==> src/hw/rtl/fpra_pkg.sv <==
`default_nettype none
package fpra_pkg;

    localparam int FLASH_SECTORS   = 1024;
    localparam int LOGICAL_SECTORS = 6140;
    localparam int MAP_PAGES       = 3;

    localparam int FIRST_MAP_SPAN  = 2044;
    localparam int MAP_SPAN        = 2048;

    localparam int SEC_W  = 10;
    localparam int PG_W   = 3;
    localparam int LS_W   = 13;
    localparam int ENT_W  = 16;
    localparam int ESEC_W = ENT_W - PG_W;
    localparam int MASK_W = 8;
    localparam int MP_W   = 2;
    localparam int DI_W   = (MAP_PAGES > 1) ? $clog2(MAP_PAGES) : 1;
    localparam int SA_W   = $clog2(FLASH_SECTORS);
    localparam int CLR_N  = (LOGICAL_SECTORS > FLASH_SECTORS) ? LOGICAL_SECTORS
                                                               : FLASH_SECTORS;
    localparam int CLR_W  = $clog2(CLR_N);

    localparam logic [1:0] REQ_WRITE  = 2'd0;
    localparam logic [1:0] REQ_LOOKUP = 2'd1;
    localparam logic [1:0] REQ_SYNC   = 2'd2;
    localparam logic [1:0] REQ_LOAD   = 2'd3;

    localparam logic [1:0] ERASE_NONE  = 2'd0;
    localparam logic [1:0] ERASE_PLAIN = 2'd1;
    localparam logic [1:0] ERASE_KEEP  = 2'd2;

    localparam logic [MASK_W-1:0] MASK_FULL = 8'hFF;

    localparam logic [2:0] K_ZERO   = 3'd0;
    localparam logic [2:0] K_LOOKUP = 3'd1;
    localparam logic [2:0] K_LOAD   = 3'd2;
    localparam logic [2:0] K_WRITE  = 3'd3;
    localparam logic [2:0] K_FULL   = 3'd4;
    localparam logic [2:0] K_SYNC   = 3'd5;

    localparam logic [1:0] UM_OLD  = 2'd0;
    localparam logic [1:0] UM_LOAD = 2'd1;
    localparam logic [1:0] UM_NEW  = 2'd2;
    localparam logic [1:0] UM_SCAN = 2'd3;

    typedef struct packed {
        logic [1:0]      req_type;
        logic [LS_W-1:0] logical_sector;
        logic [ENT_W-1:0] load_value;
    } t_req;

    typedef struct packed {
        logic [SEC_W-1:0]  phys_sector;
        logic [PG_W-1:0]   phys_page;
        logic              mapped;
        logic [1:0]        erase_op;
        logic [MASK_W-1:0] preserve_mask;
        logic [MP_W-1:0]   map_page;
        logic              map_page_valid;
        logic              last;
        logic              status;
    } t_rsp;

    typedef struct packed {
        logic       clr_step;
        logic       cap;
        logic [1:0] um_sel;
        logic       um_wr;
        logic       um_set;
        logic       um_nz;
        logic       map_wr;
        logic       map_src_new;
        logic       cur_clear;
        logic       scan_init;
        logic       scan_step;
        logic       alloc;
        logic       out_load;
        logic [2:0] out_kind;
    } t_cmd;

    typedef struct packed {
        logic       clr_last;
        logic [1:0] req;
        logic       oor;
        logic       dirty_any;
        logic       sync_last;
        logic       need_search;
        logic       sc_done;
        logic       sc_ok;
        logic       out_free;
    } t_sts;

endpackage
`default_nettype wire

==> src/hw/rtl/fpra_ctrl.sv <==
`default_nettype none
module fpra_ctrl (
    input  wire logic          i_clk,
    input  wire logic          i_rst_n,
    input  wire logic          i_in_valid,
    output logic               o_in_ready,
    input  wire fpra_pkg::t_sts i_sts,
    output fpra_pkg::t_cmd     o_cmd
);
    import fpra_pkg::*;

    localparam logic [4:0] S_CLR     = 5'd0;
    localparam logic [4:0] S_IDLE    = 5'd1;
    localparam logic [4:0] S_MAPRD   = 5'd2;
    localparam logic [4:0] S_EMIT    = 5'd3;
    localparam logic [4:0] S_SYNC    = 5'd4;
    localparam logic [4:0] S_LD_FRD  = 5'd5;
    localparam logic [4:0] S_LD_FWR  = 5'd6;
    localparam logic [4:0] S_LD_SRD  = 5'd7;
    localparam logic [4:0] S_LD_SWR  = 5'd8;
    localparam logic [4:0] S_W_FRD   = 5'd9;
    localparam logic [4:0] S_W_FWR   = 5'd10;
    localparam logic [4:0] S_SC_INIT = 5'd11;
    localparam logic [4:0] S_SC_RD   = 5'd12;
    localparam logic [4:0] S_SC_CHK  = 5'd13;
    localparam logic [4:0] S_W_ALLOC = 5'd14;
    localparam logic [4:0] S_W_SRD   = 5'd15;
    localparam logic [4:0] S_W_SWR   = 5'd16;
    localparam logic [4:0] S_W_RRD   = 5'd17;
    localparam logic [4:0] S_W_RWR   = 5'd18;

    logic [4:0] r_state, n_state;
    logic [2:0] r_kind, n_kind;

    always_ff @(posedge i_clk) begin
        if (!i_rst_n) begin
            r_state <= S_CLR;
            r_kind  <= K_ZERO;
        end else begin
            r_state <= n_state;
            r_kind  <= n_kind;
        end
    end

    assign o_in_ready = (r_state == S_IDLE);

    always_comb begin
        n_state = r_state;
        n_kind  = r_kind;
        o_cmd   = '0;
        unique case (r_state)
            S_CLR: begin
                o_cmd.clr_step = 1'b1;
                if (i_sts.clr_last) n_state = S_IDLE;
            end
            S_IDLE: begin
                if (i_in_valid) begin
                    o_cmd.cap = 1'b1;
                    n_state   = S_MAPRD;
                end
            end
            S_MAPRD: begin
                // map entry of the captured sector is valid after this cycle
                if (i_sts.req == REQ_SYNC) begin
                    if (i_sts.dirty_any) begin
                        n_state = S_SYNC;
                    end else begin
                        n_kind  = K_ZERO;
                        n_state = S_EMIT;
                    end
                end else if (i_sts.oor) begin
                    n_kind  = K_ZERO;
                    n_state = S_EMIT;
                end else if (i_sts.req == REQ_LOOKUP) begin
                    n_kind  = K_LOOKUP;
                    n_state = S_EMIT;
                end else if (i_sts.req == REQ_LOAD) begin
                    n_state = S_LD_FRD;
                end else begin
                    n_state = S_W_FRD;
                end
            end
            S_EMIT: begin
                if (i_sts.out_free) begin
                    o_cmd.out_load = 1'b1;
                    o_cmd.out_kind = r_kind;
                    n_state        = S_IDLE;
                end
            end
            S_SYNC: begin
                if (i_sts.out_free) begin
                    o_cmd.out_load = 1'b1;
                    o_cmd.out_kind = K_SYNC;
                    if (i_sts.sync_last) n_state = S_IDLE;
                end
            end
            S_LD_FRD: begin
                o_cmd.um_sel = UM_OLD;
                n_state      = S_LD_FWR;
            end
            S_LD_FWR: begin
                o_cmd.um_sel = UM_OLD;
                o_cmd.um_wr  = 1'b1;
                o_cmd.um_nz  = 1'b1;
                n_state      = S_LD_SRD;
            end
            S_LD_SRD: begin
                o_cmd.um_sel = UM_LOAD;
                n_state      = S_LD_SWR;
            end
            S_LD_SWR: begin
                o_cmd.um_sel    = UM_LOAD;
                o_cmd.um_wr     = 1'b1;
                o_cmd.um_set    = 1'b1;
                o_cmd.um_nz     = 1'b1;
                o_cmd.map_wr    = 1'b1;
                o_cmd.cur_clear = 1'b1;
                n_kind          = K_LOAD;
                n_state         = S_EMIT;
            end
            S_W_FRD: begin
                o_cmd.um_sel = UM_OLD;
                n_state      = S_W_FWR;
            end
            S_W_FWR: begin
                o_cmd.um_sel = UM_OLD;
                o_cmd.um_wr  = 1'b1;
                o_cmd.um_nz  = 1'b1;
                n_state      = i_sts.need_search ? S_SC_INIT : S_W_ALLOC;
            end
            S_SC_INIT: begin
                o_cmd.scan_init = 1'b1;
                n_state         = S_SC_RD;
            end
            S_SC_RD: begin
                o_cmd.um_sel = UM_SCAN;
                n_state      = S_SC_CHK;
            end
            S_SC_CHK: begin
                o_cmd.um_sel    = UM_SCAN;
                o_cmd.scan_step = 1'b1;
                if (i_sts.sc_done) begin
                    n_state = i_sts.sc_ok ? S_W_ALLOC : S_W_RRD;
                end else begin
                    n_state = S_SC_RD;
                end
            end
            S_W_ALLOC: begin
                o_cmd.alloc       = 1'b1;
                o_cmd.map_wr      = 1'b1;
                o_cmd.map_src_new = 1'b1;
                n_state           = S_W_SRD;
            end
            S_W_SRD: begin
                o_cmd.um_sel = UM_NEW;
                n_state      = S_W_SWR;
            end
            S_W_SWR: begin
                o_cmd.um_sel = UM_NEW;
                o_cmd.um_wr  = 1'b1;
                o_cmd.um_set = 1'b1;
                n_kind       = K_WRITE;
                n_state      = S_EMIT;
            end
            S_W_RRD: begin
                o_cmd.um_sel = UM_OLD;
                n_state      = S_W_RWR;
            end
            S_W_RWR: begin
                // no free page: give the old page back
                o_cmd.um_sel = UM_OLD;
                o_cmd.um_wr  = 1'b1;
                o_cmd.um_set = 1'b1;
                o_cmd.um_nz  = 1'b1;
                n_kind       = K_FULL;
                n_state      = S_EMIT;
            end
            default: begin
                n_state = S_IDLE;
            end
        endcase
    end

endmodule
`default_nettype wire

==> config.mk <==
export PLATFORM = sky130hd
export DESIGN_NAME = fpra_ctrl
export DESIGN_NICKNAME = d
export VERILOG_FILES = /design/src/hw/rtl/fpra_pkg.sv /design/src/hw/rtl/fpra_ctrl.sv
export SDC_FILE = /design/constraint.sdc
export NUM_CORES = 1
export LEC_CHECK = 0
export ABC_CLOCK_PERIOD_IN_PS = 2200
export BUFFER_PORTS_ARGS = -buffer_cell sky130_fd_sc_hd__buf_2
export CORE_MARGIN = 3
export CORE_UTILIZATION = 51
export DETAILED_ROUTE_END_ITERATION = 10
export PLACE_DENSITY = 0.9
export SLEW_MARGIN = 10
export SYNTH_ARGS = -nofsm -noshare
export SYNTH_HDL_FRONTEND = slang
export SYNTH_SLANG_ARGS = --single-unit
export TNS_END_PERCENT = 20
==> constraint.sdc <==
create_clock -name i_clk -period 2.2 [get_ports i_clk]
set_clock_uncertainty 0.2 [all_clocks]
set_input_delay 0.22 -clock i_clk [delete_from_list [all_inputs] [get_ports i_clk]]
set_output_delay 0.22 -clock i_clk [all_outputs]
set_load 0.03 [all_outputs]
After elaboration in Yosys (flattened, before gate mapping) --
Index checks and enable logic that the tools add are counted.
Word-level totals: register bits 8, input bits 13, output and inout port bits 18
Cells by class: equal/unequal tests 28, muxes and demuxes 34, reduce and logical (&&, ||, !) cells 11
Operators with widths (number):
- $pmux W5 S17 | 1
- $eq A5 B4 Y1 const B | 8
- $mux W5 | 8
- $eq A5 B3 Y1 const B | 4
- $mux W4 | 5
- $mux W3 | 6
- $eq A5 B5 Y1 const B | 3
- $pmux W3 S4 | 1
- $mux W1 | 11
- $eq A5 B2 Y1 const B | 2
- $ne A2 B2 Y1 const B | 5
- $pmux W4 S2 | 1
- $reduce_or A2 Y1 | 4
- $pmux W2 S3 | 1
- $eq A5 B1 Y1 const B | 1
- $logic_not A5 Y1 | 1
- $reduce_and A5 Y1 | 1
- $reduce_or A5 Y1 | 1
- $eq A2 B2 Y1 const B | 2
- $ne A4 B4 Y1 const B | 1
- $reduce_bool A4 Y1 | 1
- $reduce_or A4 Y1 | 1
- $ne A3 B3 Y1 const B | 1
- $reduce_and A3 Y1 | 1
- other kinds (2) | 2

Depth between registers and ports, before layout --
word-level depth 6, gate-level depth with buffers 7, mapped depth without buffers 5

Worst setup path before layout --
Ideal clock, no wire load.
path type register -> output, from register r_state[3], to output port o_cmd[8] (netlist name), arrival 2132 ps, required time 1780 ps, path slack -352 ps, stages on the path, launching flop included 6, path buffers 3, cell sequence dfxtp_1 -> clkbuf_1 -> clkbuf_1 -> nand2_1 -> nor3b_1 -> buf_4
RTL lines:
- start: declaration | RTL line fpra_ctrl.sv:32 | logic [4:0] r_state, n_state;
- start signal: assignment | RTL line fpra_ctrl.sv:40 | r_state <= n_state;
- end: declaration | RTL line fpra_ctrl.sv:8 | output fpra_pkg::t_cmd o_cmd

==> results.rst <==
.. list-table::
   :header-rows: 1

   * - Metric
     - Value
   * - Peak fanout along the critical path
     - 16
   * - Final RePlAce weighted congestion
     - 1.02
   * - Synth top area share
     - 15.3%
   * - Top area cells in the synthesized netlist
     - dfxtp_1, nor2b_1, o21ai_0
   * - Die width
     - 51.3 um
   * - Core region area
     - 1820 um2
   * - Post-synthesis mux area share
     - 2.99%
   * - Proportion of synthesized chip area in sequential cells
     - 15.3%
   * - Remaining antenna violation count
     - 0
   * - RR Endpoint
     - r_state[0]
   * - Reg2reg setup slack
     - 0.26 ns
   * - Post-layout net count
     - 197
   * - Largest vdd supply drop
     - 358 uV
   * - CTS tree
     - yes
   * - Total number of vias
     - 1332
   * - Share of async-settable or async-resettable flops after synthesis
     - 0%
   * - Primary flip-flop cell chosen by synthesis mapping
     - dfxtp_1
   * - Crit path cell chain
     - or3_1 -> or2_2 -> inv_1 -> and2_1 -> buf_4
   * - Router iterations before antenna repair
     - 4
   * - Final number of max-transition violations
     - 0
   * - Transition time at the pin with the least slew margin
     - 0.376 ns
   * - Highest-count cells in the layout ignoring fill and taps
     - buf_2, nor2_1, o21ai_0
   * - All-layer global routing usage
     - 26.8%
   * - Die Area
     - 2630 um2
   * - Latest clock arrival within the worst-skew pair
     - 0.27 ns
   * - Inserted Clock Buffers
     - 3
   * - Post-synthesis sequential element count
     - 8
   * - Detailed-route DRC error count
     - 0
   * - Worst-case reg-to-reg path depth
     - 5
   * - Max-cap violation count
     - 0
   * - Post-Syn Nets
     - 166
   * - Ratio of routed vias to standard cells
     - 6.43
   * - Main combinational cell family by area after synthesis
     - simple AND/OR/NAND/NOR gates
   * - Vertical die dimension
     - 51.3 um
   * - Final cycle utilization of the critical path
     - 97.9%
   * - Result of the run
     - completed
   * - Cell with the largest stage delay on the worst path
     - dfxtp_4
   * - Post-layout instance area
     - 1280 um2
   * - CP required
     - 1.78 ns
   * - Critical path capture point type
     - primary output
   * - Class of the most critical hold timing path
     - input port to register
   * - Antenna violations before repair
     - 0
   * - Ys Warns
     - 0
   * - Crit path buffers/inverters
     - 2
   * - Critical path's top delay family
     - simple AND/OR/NAND/NOR gates
   * - Number of synthesized flops with an enable pin
     - 0
   * - Tmin final
     - 2.15 ns
   * - Setup violation total in the final timing report
     - 0
   * - Launch point of the worst hold path
     - i_rst_n
   * - P_leak
     - 0.572 nW
   * - Clock root buffer
     - clkbuf_4
   * - WS Path Type
     - register to primary output
   * - Overall routed net length
     - 3280 um
   * - Number of H-tree levels
     - 1
   * - Total overflow reported by the global router
     - 0
   * - Xor and xnor fraction of the mapped netlist area
     - 1.68%
   * - Adder-Cell Fraction of Synth Area
     - 0%
   * - Total design power
     - 445 uW
   * - Post-CTS Hold Buffers
     - 0
   * - IO buf count
     - 30
   * - Antenna diode count
     - 0
   * - Depth of the worst hold-timing path
     - 2
   * - Fraction of the mapped netlist area in compound gates
     - 33.1%
   * - Startpoint of the most critical register-to-register path
     - r_state[2]
   * - Data arrival time of the critical path
     - 1.73 ns
   * - Fraction of final layout cells sized beyond drive strength 1
     - 30.2%
   * - Row count
     - 15
   * - Syn Area/Cell
     - 6.83 um2
   * - Element type at the critical path start
     - register
   * - Boundary Pins
     - 31
   * - Total power density per cell area
     - 346 nW/um2
   * - Dominant cell type by area after synthesis
     - dfxtp_1
   * - Minimum setup slack after placement
     - 0.172 ns
   * - Area growth syn-to-layout
     - 22.9%
   * - Most frequent standard cell in the layout excluding fill and tap cells
     - buf_2
   * - Pin count of the biggest net entering global routing
     - 17
   * - Max clock buf depth
     - 2
   * - Final HPWL from detailed placement
     - 2380 um
   * - Placement Cell Area
     - 1240 um2
   * - Hold Violations, Final
     - 0
   * - Sink Count
     - 8
   * - Post-synthesis instance total
     - 153
   * - Clock-pin slew of the registers on the worst-case setup and hold paths
     - 0.07 ns
   * - Worst slew margin relative to its limit
     - 74.6%
   * - Wire length per cell
     - 15.8 um
   * - Largest stage delay on the critical path
     - 0.41 ns
   * - Achievable frequency
     - 464 MHz
   * - Starting Density
     - 57.4%
   * - RSZ-0062 raised after global routing
     - yes
   * - Netlist cell types
     - 45
   * - Number of global-route vias before repair
     - 1204
   * - Synth Area in Simple Gates
     - 38.6%
   * - Destination of the worst hold path
     - r_kind[1]
   * - Setup slack after layout
     - 0.0464 ns
   * - Total standard cell area after synthesis
     - 1040 um2
   * - Wire length of the first global-routing pass
     - 5460 um
   * - Iter 0 DRT Violations
     - 96
==> per-layer routing <==
metal  up-vias  wire [um]  track usage, %  part of all wire, %
met4         0         64            10.0                  2.0
li1        631          -               -                    -
met5         -          0               0                    0
met2        80       1600            46.6                   49
met1       610       1270            32.7                   39
met3        11        336            4.66                   10
==> cell usage after synthesis, types with 2 or more instances <==
library cell,count
a31oi_1,3
o21a_1,2
nor3b_1,3
o21ai_0,13
a22oi_1,3
o41ai_1,2
nand2_1,9
nor2_1,13
nand3b_1,3
and3_1,3
nand4_1,3
xor2_1,2
a32o_1,3
a21boi_0,4
nor2b_1,12
a21oi_1,7
or3_1,2
nor3_1,3
or3b_1,2
nand2b_1,6
dfxtp_1,8
mux2i_1,2
buf_2,4
o211ai_1,3
nand3_1,3
o31ai_1,3
inv_1,6
clkbuf_1,7
or2_2,3
==> flip-flops by register name, indices dropped and copies added, names as in the netlist <==
name and cells:
r_kind 3, r_state 5
==> power by group <==
group          switching (mW)  leakage (nW)  internal [mW]  total, mW
Clock                  0.0611        0.0138         0.0630      0.124
Sequential            0.00995        0.0676          0.147      0.157
Combinational          0.0995         0.491         0.0637      0.163
==> what timing repair did <==
| action | CTS | global route |
|---|---|---|
| gates resized for setup | 3 | 10 |
| buffers inserted | 0 | 0 |
| endpoints found under the setup margin | 7 | 7 |
==> worst register-to-register path, delay by kind of cell (launching register included) <==
family          cells  cell delay, ns
simple gates        2            0.47
compound gates      3            0.76
flops               1            0.42
==> how the worst max path moves through the flow <==
stage                from          to  slack [ns]  depth (start not counted)
6_report       r_state[4]   o_cmd[15]        0.05                          5
5_1_grt        r_state[4]   o_cmd[15]       -0.02                          5
4_1_cts        r_state[3]    o_cmd[2]       0.005                          6
3_5_place_dp   r_state[1]    o_cmd[0]        0.17                          6
3_3_place_gp   r_state[2]  r_state[0]        0.21                          5
2_1_floorplan  r_state[4]    o_cmd[0]       -0.07                          5
==> per-stage QoR <==
step           utilization, %  setup TNS (ns)  hold slack (ns)  cells
6_report                 70.5               0           0.0832    207
5_1_grt                  70.5         -0.0261            0.105    207
4_1_cts                  69.6               0           0.0822    207
3_5_place_dp             68.1               0            0.297    204
3_3_place_gp             68.1               0            0.291    204
2_1_floorplan               -          -0.196            0.148    153
==> final cells by class <==
cell class | count | area (um2)
clock buffers | 3 | 22.5
fillers | 165 | 537
inverters | 6 | 22.5
multi-input cells | 126 | 811
flip-flops and latches | 8 | 171
well taps | 25 | 31.3
repair buffers | 39 | 225
==> cell families (layout without fill, tap and decap cells) <==
family | count (synthesis) | count (layout)
xor gates and xnor gates | 2 | 2
buffers and inverters | 19 | 48
DFF | 8 | 8
AOI/OAI and AO/OA | 50 | 50
and+or+nand+nor | 71 | 71
muxes | 3 | 3
No activity file was read; power rests on OpenSTA's default activity.
